==> config.mk <==
export PLATFORM = sky130hd
export DESIGN_NAME = vfcm_queue
export DESIGN_NICKNAME = d
export VERILOG_FILES = /design/src/rtl/vfcm_pkg.sv /design/src/rtl/vfcm_queue.sv
export SDC_FILE = /design/constraint.sdc
export NUM_CORES = 1
export LEC_CHECK = 0
export BUFFER_PORTS_ARGS = -buffer_cell sky130_fd_sc_hd__buf_2
export CELL_PAD_IN_SITES_DETAIL_PLACEMENT = 1
export CELL_PAD_IN_SITES_GLOBAL_PLACEMENT = 1
export CORE_MARGIN = 2
export CORE_UTILIZATION = 44
export CTS_BUF_LIST = sky130_fd_sc_hd__clkbuf_4 sky130_fd_sc_hd__clkbuf_8
export CTS_CLUSTER_DIAMETER = 120
export DETAILED_ROUTE_END_ITERATION = 12
export PLACE_DENSITY_LB_ADDON = 0.1
export SETUP_SLACK_MARGIN = 0.4
export SLEW_MARGIN = 20
export SYNTH_ARGS = -nofsm -noshare
export SYNTH_HDL_FRONTEND = slang
export SYNTH_SLANG_ARGS = --single-unit
==> constraint.sdc <==
create_clock -name clk_i -period 3 [get_ports clk_i]
set_clock_uncertainty 0.15 [all_clocks]
set_input_delay 0.6 -clock clk_i [delete_from_list [all_inputs] [get_ports clk_i]]
set_output_delay 0.6 -clock clk_i [all_outputs]
set_load 0.02 [all_outputs]
==> src/rtl/vfcm_pkg.sv <==
// Shared types and constants for the voxel face culling mesher.
// Used by every module of the block; depends on nothing else.
`default_nettype none

package vfcm_pkg;

  localparam int IN_DATA_W   = 24;
  localparam int IN_USER_W   = 2;
  localparam int OUT_DATA_W  = 56;
  localparam int OUT_USER_W  = 2;
  localparam int CNT_W       = 14;
  localparam int QUEUE_DEPTH = 2;

  typedef enum logic [1:0] {
    ACT_WRITE   = 2'd0,
    ACT_RESTART = 2'd1,
    ACT_SCAN    = 2'd2,
    ACT_NONE    = 2'd3
  } action_e;

  typedef enum logic [1:0] {
    OP_WRITE,
    OP_RESTART,
    OP_SCAN
  } op_e;

  typedef struct packed {
    op_e        op;
    logic [3:0] x;
    logic [3:0] y;
    logic [3:0] z;
    logic [7:0] kind;
  } cmd_t;

  typedef struct packed {
    logic [16:0] index_base;
    logic [15:0] vertex_base;
    logic [7:0]  face_kind;
    logic [2:0]  face_side;
    logic [3:0]  cell_z;
    logic [3:0]  cell_y;
    logic [3:0]  cell_x;
  } rec_t;

endpackage

`default_nettype wire

==> src/rtl/vfcm_queue.sv <==
// Short command queue between the front end and the back end.
// Depends on vfcm_pkg for the command type and depth.
`default_nettype none

module vfcm_queue (
  input  wire logic            clk_i,
  input  wire logic            rst_ni,
  input  wire logic            push_i,
  input  wire vfcm_pkg::cmd_t  cmd_i,
  output logic                 full_o,
  output logic                 valid_o,
  input  wire logic            pop_i,
  output vfcm_pkg::cmd_t       cmd_o
);

  localparam int PW = $clog2(vfcm_pkg::QUEUE_DEPTH);
  localparam int CW = $clog2(vfcm_pkg::QUEUE_DEPTH + 1);

  vfcm_pkg::cmd_t entry_q [vfcm_pkg::QUEUE_DEPTH];
  logic [PW-1:0]  wr_ptr_q;
  logic [PW-1:0]  rd_ptr_q;
  logic [CW-1:0]  count_q;
  logic           do_push;
  logic           do_pop;

  assign full_o  = (count_q == CW'(vfcm_pkg::QUEUE_DEPTH));
  assign valid_o = (count_q != '0);
  assign cmd_o   = entry_q[rd_ptr_q];
  assign do_push = push_i && !full_o;
  assign do_pop  = pop_i && valid_o;

  always_ff @(posedge clk_i) begin
    if (do_push) begin
      entry_q[wr_ptr_q] <= cmd_i;
    end
  end

  always_ff @(posedge clk_i or negedge rst_ni) begin
    if (!rst_ni) begin
      wr_ptr_q <= '0;
      rd_ptr_q <= '0;
      count_q  <= '0;
    end else begin
      if (do_push) begin
        wr_ptr_q <= (wr_ptr_q == PW'(vfcm_pkg::QUEUE_DEPTH - 1)) ? '0 : wr_ptr_q + PW'(1);
      end
      if (do_pop) begin
        rd_ptr_q <= (rd_ptr_q == PW'(vfcm_pkg::QUEUE_DEPTH - 1)) ? '0 : rd_ptr_q + PW'(1);
      end
      if (do_push && !do_pop) begin
        count_q <= count_q + CW'(1);
      end else if (do_pop && !do_push) begin
        count_q <= count_q - CW'(1);
      end
    end
  end

endmodule

`default_nettype wire

==> results of run 1 <==
## synthesized netlist by cell type
cell type  count
or2_1          1
nand2b_1       1
inv_1          2
buf_6          2
edfxtp_1      44
ha_1           1
and3_1         1
dfrtp_1        4
nor2_1         2
nand2_1        1
nand2_2        1
mux2_2        22
xor2_1         2
xnor2_1        3
## stage by stage
stage,hold slack (ns),area (um2)
CTS,0.3331,2231
finish,0.3340,2231
floorplan,0.1544,1792
global route,0.3351,2231
detailed placement,0.2735,2115
global placement,0.2664,2115
## cells in the final DEF (no fill, tap or decap)
| cell type | Yosys | layout |
|---|---|---|
| and3_1 | 1 | 1 |
| buf_12 | 0 | 1 |
| buf_2 | 0 | 49 |
| buf_4 | 0 | 2 |
| bufinv_16 | 0 | 1 |
| clkbuf_8 | 0 | 5 |
| clkinv_1 | 0 | 2 |
| dfrtp_1 | 4 | 4 |
| dlygate4sd3_1 | 0 | 1 |
| edfxtp_1 | 44 | 44 |
| ha_1 | 1 | 1 |
| inv_1 | 2 | 2 |
| mux2_2 | 22 | 22 |
| nand2_1 | 1 | 1 |
| nand2_2 | 1 | 1 |
| nand2b_1 | 1 | 1 |
| nor2_1 | 2 | 1 |
| nor2_2 | 0 | 1 |
| or2_1 | 1 | 1 |
| xnor2_1 | 3 | 3 |
| xor2_1 | 2 | 2 |
## registers in the layout, summed over array words and instances (netlist names)
name and cells:
entry_q 44, count_q 2, rd_ptr_q 1, wr_ptr_q 1
## cells by family (layout without fill, tap and decap cells)
kind of cell / Yosys count / count (layout)
XOR/XNOR: 5 / 5
adder cells (fa/ha/maj): 1 / 1
buffers and inverters: 4 / 63
flip-flops: 48 / 48
multiplexers: 22 / 22
AND/OR/NAND/NOR: 7 / 7
## path summary, 6_finish.rpt
kind	startpoint	to
max in group asynchronous	rst_ni	count_q[0]$_DFFE_PN0P_
worst max register to register	count_q[0]$_DFFE_PN0P_	entry_q[0][8]$_DFFE_PP_
worst min-delay path	count_q[1]$_DFFE_PN0P_	count_q[1]$_DFFE_PN0P_
worst max-delay path	rd_ptr_q$_DFFE_PN0P_	cmd_o[7]
min in group asynchronous	rst_ni	rd_ptr_q$_DFFE_PN0P_
worst min register to register	count_q[1]$_DFFE_PN0P_	count_q[1]$_DFFE_PN0P_
## layout make-up
type,instances,share of cell area
Sequential cell,48,0.6371
Multi-Input combinational cell,35,0.1537
Timing Repair Buffer,53,0.1301
Clock buffer,5,0.03085
Tap cell,50,0.02804
Clock inverter,3,0.01683
Inverter,2,0.003365
## power groups by stage
| stage | clock (W) | combinational [W] | sequential, W |
|---|---|---|---|
| floorplan | 0 | 0.000571 | 0.000981 |
| global placement | 0 | 0.000778 | 0.00100 |
| detailed placement | 0 | 0.000792 | 0.00102 |
| CTS | 0.000449 | 0.000796 | 0.00100 |
| global route | 0.000467 | 0.000851 | 0.00102 |
| finish | 0.000434 | 0.000781 | 0.000998 |
## worst max-delay path, cell delays in order (launching register included)
cell,delay (ns)
dfrtp_1,0.63
buf_12,0.21
mux2_2,0.35
buf_2,0.16
## layer usage
layer,global-route usage,up-vias,share of wire
met3,0.02961,4,0.041
met1,0.1726,443,0.41
met5,0,-,0
li1,-,442,-
met2,0.2426,27,0.53
met4,0.07500,0,0.017
==> out/metrics.csv, run 1 <==
metric,value,unit
status,finished clean,
Core Region,3971,um2
area of the multi-input gates,342.8,um2
hold violation count in the final report,0,
share of cells above drive strength 1,0.5616,
H-Tree Depth,2,
Worst-Margin Slew,0.5261,ns
PwrDens,992.1,nW/um2
register area share after synthesis,0.7933,
syn_nets,114,
DRC violations left,0,
initial antenna violation count,0,
Die H,67.81,um
port bufs,49,
switching part of the total power,0.3219,
placed insts,187,
CTS Buf Count,5,
Placer Congestion,0.6075,
Post-Synthesis Cells,87,
top cell type's share of synthesized area,0.7374,
Top-Level Pins,50,
Synth Area in Compound Gates,0,
Total Wirelength,2.967,mm
# fillers,384,
mux contribution to synthesized area,0.1383,
"Distinct cells, synth",14,
Max Fclk,418.7,MHz
HPWL after DPL,2.195,mm
final core occ,0.5618,
die area,4598,um2
final worst slack,0.6119,ns
crit-path max FO,14,
antenna fix cells,0,
dpl ws,0.9142,ns
register area,1421,um2
simple-gate share of the synthesized area,0.02025,
Worst R2R Setup Slack,1.07,ns
Net Sw Power,0.0007123,W
Leak,0.8701,nW
Reg power frac,0.451,
Global Route Usage Sum,0.1431,
final worst path period share,0.7960,
via count,916,
DR iter-0 viols,25,
"Avg Cell Area, Syn",20.59,um2
P&R area growth vs syn,24.51,%
Peak VDD IR,0.5145,mV
setup_tns,0,ns
Pint,0.001501,W
CTS Sinks,48,
maximum buffer depth of the clock tree,2,
clock share of power,0.196,
RSZ-0062 raised after global routing,false,
Vias/cell,4.673,
CP Launch Type,register,
Clock Latency Late Sink,0.29,ns
CP Data Arrival Time,1.64,ns
vias in the first global route,1008,
Hold WC Path Type,reg2reg,
drt first pass iters,4,
Pwr Total,0.002213,W
min cycle time layout,2.388,ns
# setup viols final,0,
synth warn,0,
"Cell Count, Final, Fillers Out",196,
CTS root buf,clkbuf_8,
post-CTS setup buffer count,0,
Post-DRT Antenna Nets,0,
Synth Area in Adders,0.006983,
Hold Path Depth,1,
largest family of logic cells by synthesized area,multiplexers,
logic gate share of total power,0.353,
XOR/XNOR share of the synthesized area,0.02444,
max_cap viols,0,
CTS tree,built,
max_slew headroom,0.6489,
post-CTS resize count,0,
Worst-path clk slew,0.08,ns
std cell rows,23,
Starting Density,0.4512,
Post-layout nets,172,
average wire per standard cell,15.14,um
Max Slew Vio Count,0,
first-pass GRT wire length,4.588,mm
Area contributors post-synth,"edfxtp_1 (74%), mux2_2 (14%), dfrtp_1 (5.6%)",
CP required,2.25,ns
Hold Buf Count CTS,1,
critical path capture point type,primary output,
Die X,67.81,um
"Worst Path Class, Setup",reg2out,
total gr overflow,0,
Yosys reg bits,48,
Reg2Reg Depth,4,
largest net degree at the start of global routing,15,
cell taking the most area after synthesis,edfxtp_1,
post-synthesis instance area,1792,um2
No activity file was read; power rests on OpenSTA's default activity.
==> run 2, diff against run 1 <==
Settings changed: CORE_UTILIZATION 44 to 40.
Clock period 3 ns to 1.9 ns, I/O delays scaled along.
==> run 2 against run 1 <==
Effect of this change:
- the run now ends with setup timing left
- clock power increased by 34%
- flip-flop and latch count unchanged
- total power grew 96%
- global-route usage down 1.0 points
- final area grew 19%
- setup slack got worse by 0.64 ns
- via count increased by 8.3%
- critical path depth unchanged
- wire length is 21% higher
- combinational power increased to 2.8 times the previous value
- non-clock buffer count grew 10
- highest routed layer unchanged
==> out/metrics.csv, run 2 (synthesized netlist as in run 1, its figures left out) <==
metric,value,unit,change
status,"finished, violations left",,
failing checks,setup timing,,
Worst-path clk slew,0.08,ns,about the same
top flop regs,"entry_q: 44 flops, count_q: 2 flops",,
Max Fclk,517.6,MHz,
Top reg by flops,entry_q,,
Core Region,4324,um2,+8.9%
number of flip-flops in the largest register,44,,unchanged
Top-Level Pins,50,,unchanged
CTS Buf Count,5,,unchanged
Post-layout nets,182,,+5.8%
worst hold slack,0.1231,ns,-0.2109 ns
max_cap viols,0,,unchanged
CP Launch Type,register,,
Worst-Margin Slew,0.1724,ns,-0.3537 ns
placed instance area,2176,um2,+2.9%
largest net degree at the start of global routing,24,,+9
Vias/cell,4.769,,+2.0%
initial antenna violation count,0,,unchanged
Pwr Total,0.004347,W,+96%
die area,5030,um2,+9.4%
metal2 WL,1.818,mm,+15%
share of cells above drive strength 1,0.6538,,+0.09220
Post-DRT Antenna Nets,0,,unchanged
hold violation count in the final report,0,,unchanged
Global Route Usage Sum,0.1329,,-0.01011
Die X,70.93,um,+4.6%
PwrDens,1643,nW/um2,+66%
via count,992,,+8.3%
CTS tree,built,,
Max Slew Vio Count,0,,unchanged
HPWL after DPL,2.052,mm,-6.5%
RSZ-0062 raised after global routing,true,,
P&R area growth vs syn,47.63,%,
Clock Latency Late Sink,0.29,ns,about the same
Starting Density,0.4144,,-0.03681
cell area after layout,2645,um2,+19%
Hold WC Path Type,in2reg,,
DRC violations left,0,,unchanged
placed insts,190,,+1.6%
total gr overflow,0,,unchanged
Total Wirelength,3.590,mm,+21%
DR iter-0 viols,60,,+140%
Peak VDD IR,0.8010,mV,+56%
CP required,1.37,ns,-0.88 ns
"leading cell type in the layout, fill and taps excluded",edfxtp_1,,
critical path capture point type,primary output,,
routed wl met3,190,um,+57%
std cell rows,24,,+4.3%
"Worst Path Class, Setup",reg2out,,
Placer Congestion,0.6834,,+12%
antenna fix cells,0,,unchanged
Die H,70.93,um,+4.6%
final worst path period share,1.017,,
top layer in use,met4,,
CTS root buf,clkbuf_8,,
most frequent cells in the layout,"edfxtp_1 (44), buf_6 (28), buf_2 (25)",,
maximum buffer depth of the clock tree,2,,unchanged
min cycle time layout,1.932,ns,
Met1 Wirelength,1.537,mm,+27%
# setup viols final,13,,+13
CP Data Arrival Time,1.40,ns,-0.24 ns
max_slew headroom,0.8851,,+0.2362
final worst slack,-0.03184,ns,-0.6437 ns
"Cell Count, Final, Fillers Out",208,,+6.1%
H-Tree Depth,2,,unchanged
first-pass GRT wire length,4.961,mm,+8.1%
port bufs,49,,unchanged
Leak,1.089,nW,+25%
CTS Sinks,48,,unchanged
crit-path max FO,6,,-8
drt first pass iters,3,,-1
vias in the first global route,1035,,+2.7%
final core occ,0.6117,,+0.04994
average wire per standard cell,17.26,um,+14%
run 2: cell count changes in the layout (fill, tap and decap cells not counted), moves of 2 or more:
cell / change
buf_6: +28
clkbuf_16: +2
mux2_4: +22
nand2_4: +2
mux2_2: -22
buf_4: +2
buf_2: -24
run 2: area by class of cell:
type | instances | area [um2]
Clock buffer | 6 | 76.32
Clock inverter | 2 | 11.26
Fill cell | 391 | 1679
Inverter | 2 | 7.507
Multi-Input combinational cell | 35 | 476.7
Sequential cell | 48 | 1423
Tap cell | 52 | 65.06
Timing Repair Buffer | 63 | 585.6
run 2: worst max-delay path, cell delays in order, from the launching register on:
cell and delay, ns:
dfrtp_2 0.47, clkbuf_16 0.20, mux2_4 0.31, buf_6 0.13
run 2: where the power goes:
part           leakage (nW)  switching [W]  internal (W)
sequential            0.454       0.000113       0.00146
clock                0.0423       0.000310      0.000270
combinational         0.593       0.000969       0.00123
run 2: final timing paths:
| kind | from | endpoint | slack, ns | cells past startpoint |
|---|---|---|---|---|
| hold reg to reg | wr_ptr_q$_DFFE_PN0N_ | wr_ptr_q$_DFFE_PN0N_ | 0.41 | 1 |
| min in group asynchronous | rst_ni | count_q[1]$_DFFE_PN0P_ | 0.27 | 2 |
| setup / recovery | rd_ptr_q$_DFFE_PN0P_ | cmd_o[3] | -0.03 | 3 |
| hold / removal | cmd_i[5] | entry_q[1][5]$_DFFE_PP_ | 0.12 | 1 |
| max in group asynchronous | rst_ni | rd_ptr_q$_DFFE_PN0P_ | 1.19 | 2 |
| setup reg to reg | count_q[0]$_DFFE_PN0P_ | count_q[1]$_DFFE_PN0P_ | 0.32 | 7 |
run 2: metal layers:
metal,GRT usage,vias to the layer above
li1,-,469
met1,0.1577,486
met2,0.2222,33
met3,0.05271,4
met4,0.04403,0
met5,0,-
run 2: timing repair:
| item | in CTS | in global routing |
|---|---|---|
| cloned | 0 | 3 |
| gates resized for setup | 7 | 73 |
| pin swaps | 2 | 1 |
| hold endpoints to repair | 4 | 0 |
| endpoints found under the setup margin | 25 | 60 |
| setup buffers | 4 | 2 |
| hold buffers | 1 | 0 |
run 2: stage by stage:
| step | setup WS, ns | setup TNS [ns] |
|---|---|---|
| 2_1_floorplan | 0.3820 | 0 |
| 6_report | -0.03184 | -0.2500 |
| 5_1_grt | -0.06794 | -0.9341 |
| 3_5_place_dp | 0.3090 | 0 |
| 3_3_place_gp | 0.3047 | 0 |
| 4_1_cts | -0.02829 | -0.3700 |
==> run 3, diff against run 2 <==
Settings changed: CELL_PAD_IN_SITES_DETAIL_PLACEMENT 1 to 0.
==> run 3 against run 2 <==
Effect of this change:
- the run still ends with setup timing left
- largest cell class unchanged
- clock power up 7.2%
- sequential share of layout area up 6.3 points
- via count down 3.3%
- first-iteration DRC count down 48%
- sequential power down 3%
- non-clock buffer count down 5
- die area unchanged
==> out/metrics.csv, run 3 (synthesized netlist as in run 1, its figures left out) <==
metric,value,unit,change
Critical Path Source,rd_ptr_q$_DFFE_PN0P_,,
Core Region,4324,um2,unchanged
RSZ-0062 raised after global routing,true,,
CTS Buf Count,5,,unchanged
crit path to,cmd_o[18],,
Die H,70.93,um,unchanged
share of cells above drive strength 1,0.6424,,-0.01146
Peak VDD IR,0.6468,mV,-19%
"slowest stage delay, CP",0.38,ns,-0.09 ns
max_cap viols,0,,unchanged
maximum buffer depth of the clock tree,2,,unchanged
final core occ,0.5472,,-0.06453
# fillers,375,,-4.1%
area of the multi-input gates,394.1,um2,-17%
Leak,0.9216,nW,-15%
P&R area growth vs syn,32.05,%,
PwrDens,1569,nW/um2,-4.5%
Die X,70.93,um,unchanged
CP Launch Type,register,,
Global Route Usage Sum,0.1308,,-0.002130
cells along the critical path,buf_12 > mux2_2 > buf_4,,
initial antenna violation count,0,,unchanged
final worst path period share,1.001,,-0.01562
HPWL after DPL,1.953,mm,-4.8%
first-pass GRT wire length,4.836,mm,-2.5%
critical path buffer and inverter count,2,,unchanged
# setup viols final,3,,-10
"leading cell type in the layout, fill and taps excluded",edfxtp_1,,
H-Tree Depth,2,,unchanged
most frequent cells in the layout,"edfxtp_1 (44), buf_2 (41), mux2_2 (22)",,
Worst-Margin Slew,0.1753,ns,+0.002893 ns
max_slew headroom,0.8831,,-0.001929
CTS tree,built,,
Worst R2R Setup Slack,0.33,ns,about the same
hold violation count in the final report,0,,unchanged
"Cell Count, Final, Fillers Out",203,,-2.4%
Hold WC Path Type,in2reg,,
Reg2Reg Depth,7,,unchanged
Vias/cell,4.724,,-0.95%
"Slowest-stage cell, CP",dfrtp_1,,
antenna fix cells,0,,unchanged
Max Slew Vio Count,0,,unchanged
CTS root buf,clkbuf_8,,
critical path depth in cells,3,,unchanged
min cycle time layout,1.902,ns,-0.02969 ns
port bufs,49,,unchanged
"Worst Path Class, Setup",reg2out,,
worst hold slack,0.1176,ns,-0.005482 ns
average wire per standard cell,14.26,um,-17%
CP Data Arrival Time,1.37,ns,-0.03 ns
Post-DRT Antenna Nets,0,,unchanged
Max Fclk,525.7,MHz,+1.6%
R2R Path Start,count_q[1]$_DFFE_PN0P_,,
DRC violations left,0,,unchanged
r2r endpoint,count_q[1]$_DFFE_PN0P_,,
cell family with most CP delay,flip-flops,,
cell area after layout,2366,um2,-11%
setup_tns,-0.004153,ns,+0.2458 ns
drt first pass iters,4,,+1
status,"finished, violations left",,
die area,5030,um2,unchanged
std cell rows,24,,unchanged
DR iter-0 viols,31,,-48%
Post-layout nets,177,,-2.7%
final worst slack,-0.002154,ns,+0.02969 ns
total gr overflow,0,,unchanged
Total Wirelength,2.895,mm,-19%
CTS Sinks,48,,unchanged
top flop regs,"entry_q: 44 flops, count_q: 2 flops",,
placed instance area,2176,um2,unchanged
Worst-path clk slew,0.08,ns,about the same
critical path capture point type,primary output,,
crit-path max FO,23,,+17
number of flip-flops in the largest register,44,,unchanged
Clock Latency Late Sink,0.29,ns,about the same
Top-Level Pins,50,,unchanged
Top reg by flops,entry_q,,
failing checks,setup timing,,
largest net degree at the start of global routing,24,,unchanged
CP required,1.37,ns,about the same
register area,1421,um2,about the same
Placer Congestion,0.6834,,unchanged
Starting Density,0.4144,,unchanged
placed insts,190,,unchanged
vias in the first global route,1024,,-1.1%
via count,959,,-3.3%
## run 3: cell types whose count changed in the layout (fill, tap and decap cells not counted), sizes merged
| cell | delta |
|---|---|
| clkinvlp | -1 |
| buf | -3 |
| clkbuf | -1 |
## run 3: where the power goes
| part | leakage [nW] | switching, W | internal (W) |
|---|---|---|---|
| clock network | 0.0519 | 0.000310 | 0.000312 |
| logic | 0.414 | 0.000817 | 0.000743 |
| registers | 0.455 | 0.0000792 | 0.00145 |
| total | 0.922 | 0.00121 | 0.00251 |
## run 3: layout make-up
class | instances | share of cell area
Clock buffer | 7 | 0.03808
Clock inverter | 1 | 0.003702
Inverter | 2 | 0.003173
Multi-Input combinational cell | 35 | 0.1666
Sequential cell | 48 | 0.6007
Tap cell | 52 | 0.02750
Timing Repair Buffer | 58 | 0.1602
## run 3: through the flow
step	total power, W	setup slack (ns)
after global placement	0.002936	0.3047
final	0.003712	-0.002154
after detailed placement	0.002960	0.3096
after CTS	0.003725	-0.02730
after floorplan	0.002523	0.3820
after global routing	0.003943	-0.07149
## run 3: repair_timing
action,in CTS,in global routing
hold buffers,1,0
setup buffers,4,0
endpoints found under the hold margin,4,0
gates resized for setup,8,8
pin swaps,2,2
endpoints found under the setup margin,25,30
## run 3: worst min path at each step
stage	startpoint	cells past startpoint	slack [ns]	endpoint
final	cmd_i[4]	1	0.12	entry_q[0][4]$_DFFE_PP_
after global routing	cmd_i[3]	1	0.09	entry_q[0][3]$_DFFE_PP_
after CTS	cmd_i[4]	1	0.11	entry_q[0][4]$_DFFE_PP_
after detailed placement	rst_ni	1	0.05	wr_ptr_q$_DFFE_PN0N_
after global placement	rst_ni	1	0.04	wr_ptr_q$_DFFE_PN0N_
after floorplan	rst_ni	0	-0.07	count_q[0]$_DFFE_PN0P_
## run 3: worst reg2reg max path, cell delays in order (launching register included)
cell and delay (ns):
dfrtp_1 0.39, or2_4 0.27, buf_6 0.12, nand2_4 0.07, ha_4 0.13, xor2_2 0.15
nor2_2 0.05, xor2_1 0.13
## run 3: per-layer routing
layer	global-route usage	part of all wire	vias up
met1	0.1511	0.41	462
met3	0.05698	0.074	6
met5	0	0	-
met2	0.2129	0.49	35
met4	0.05660	0.019	0
li1	-	-	456
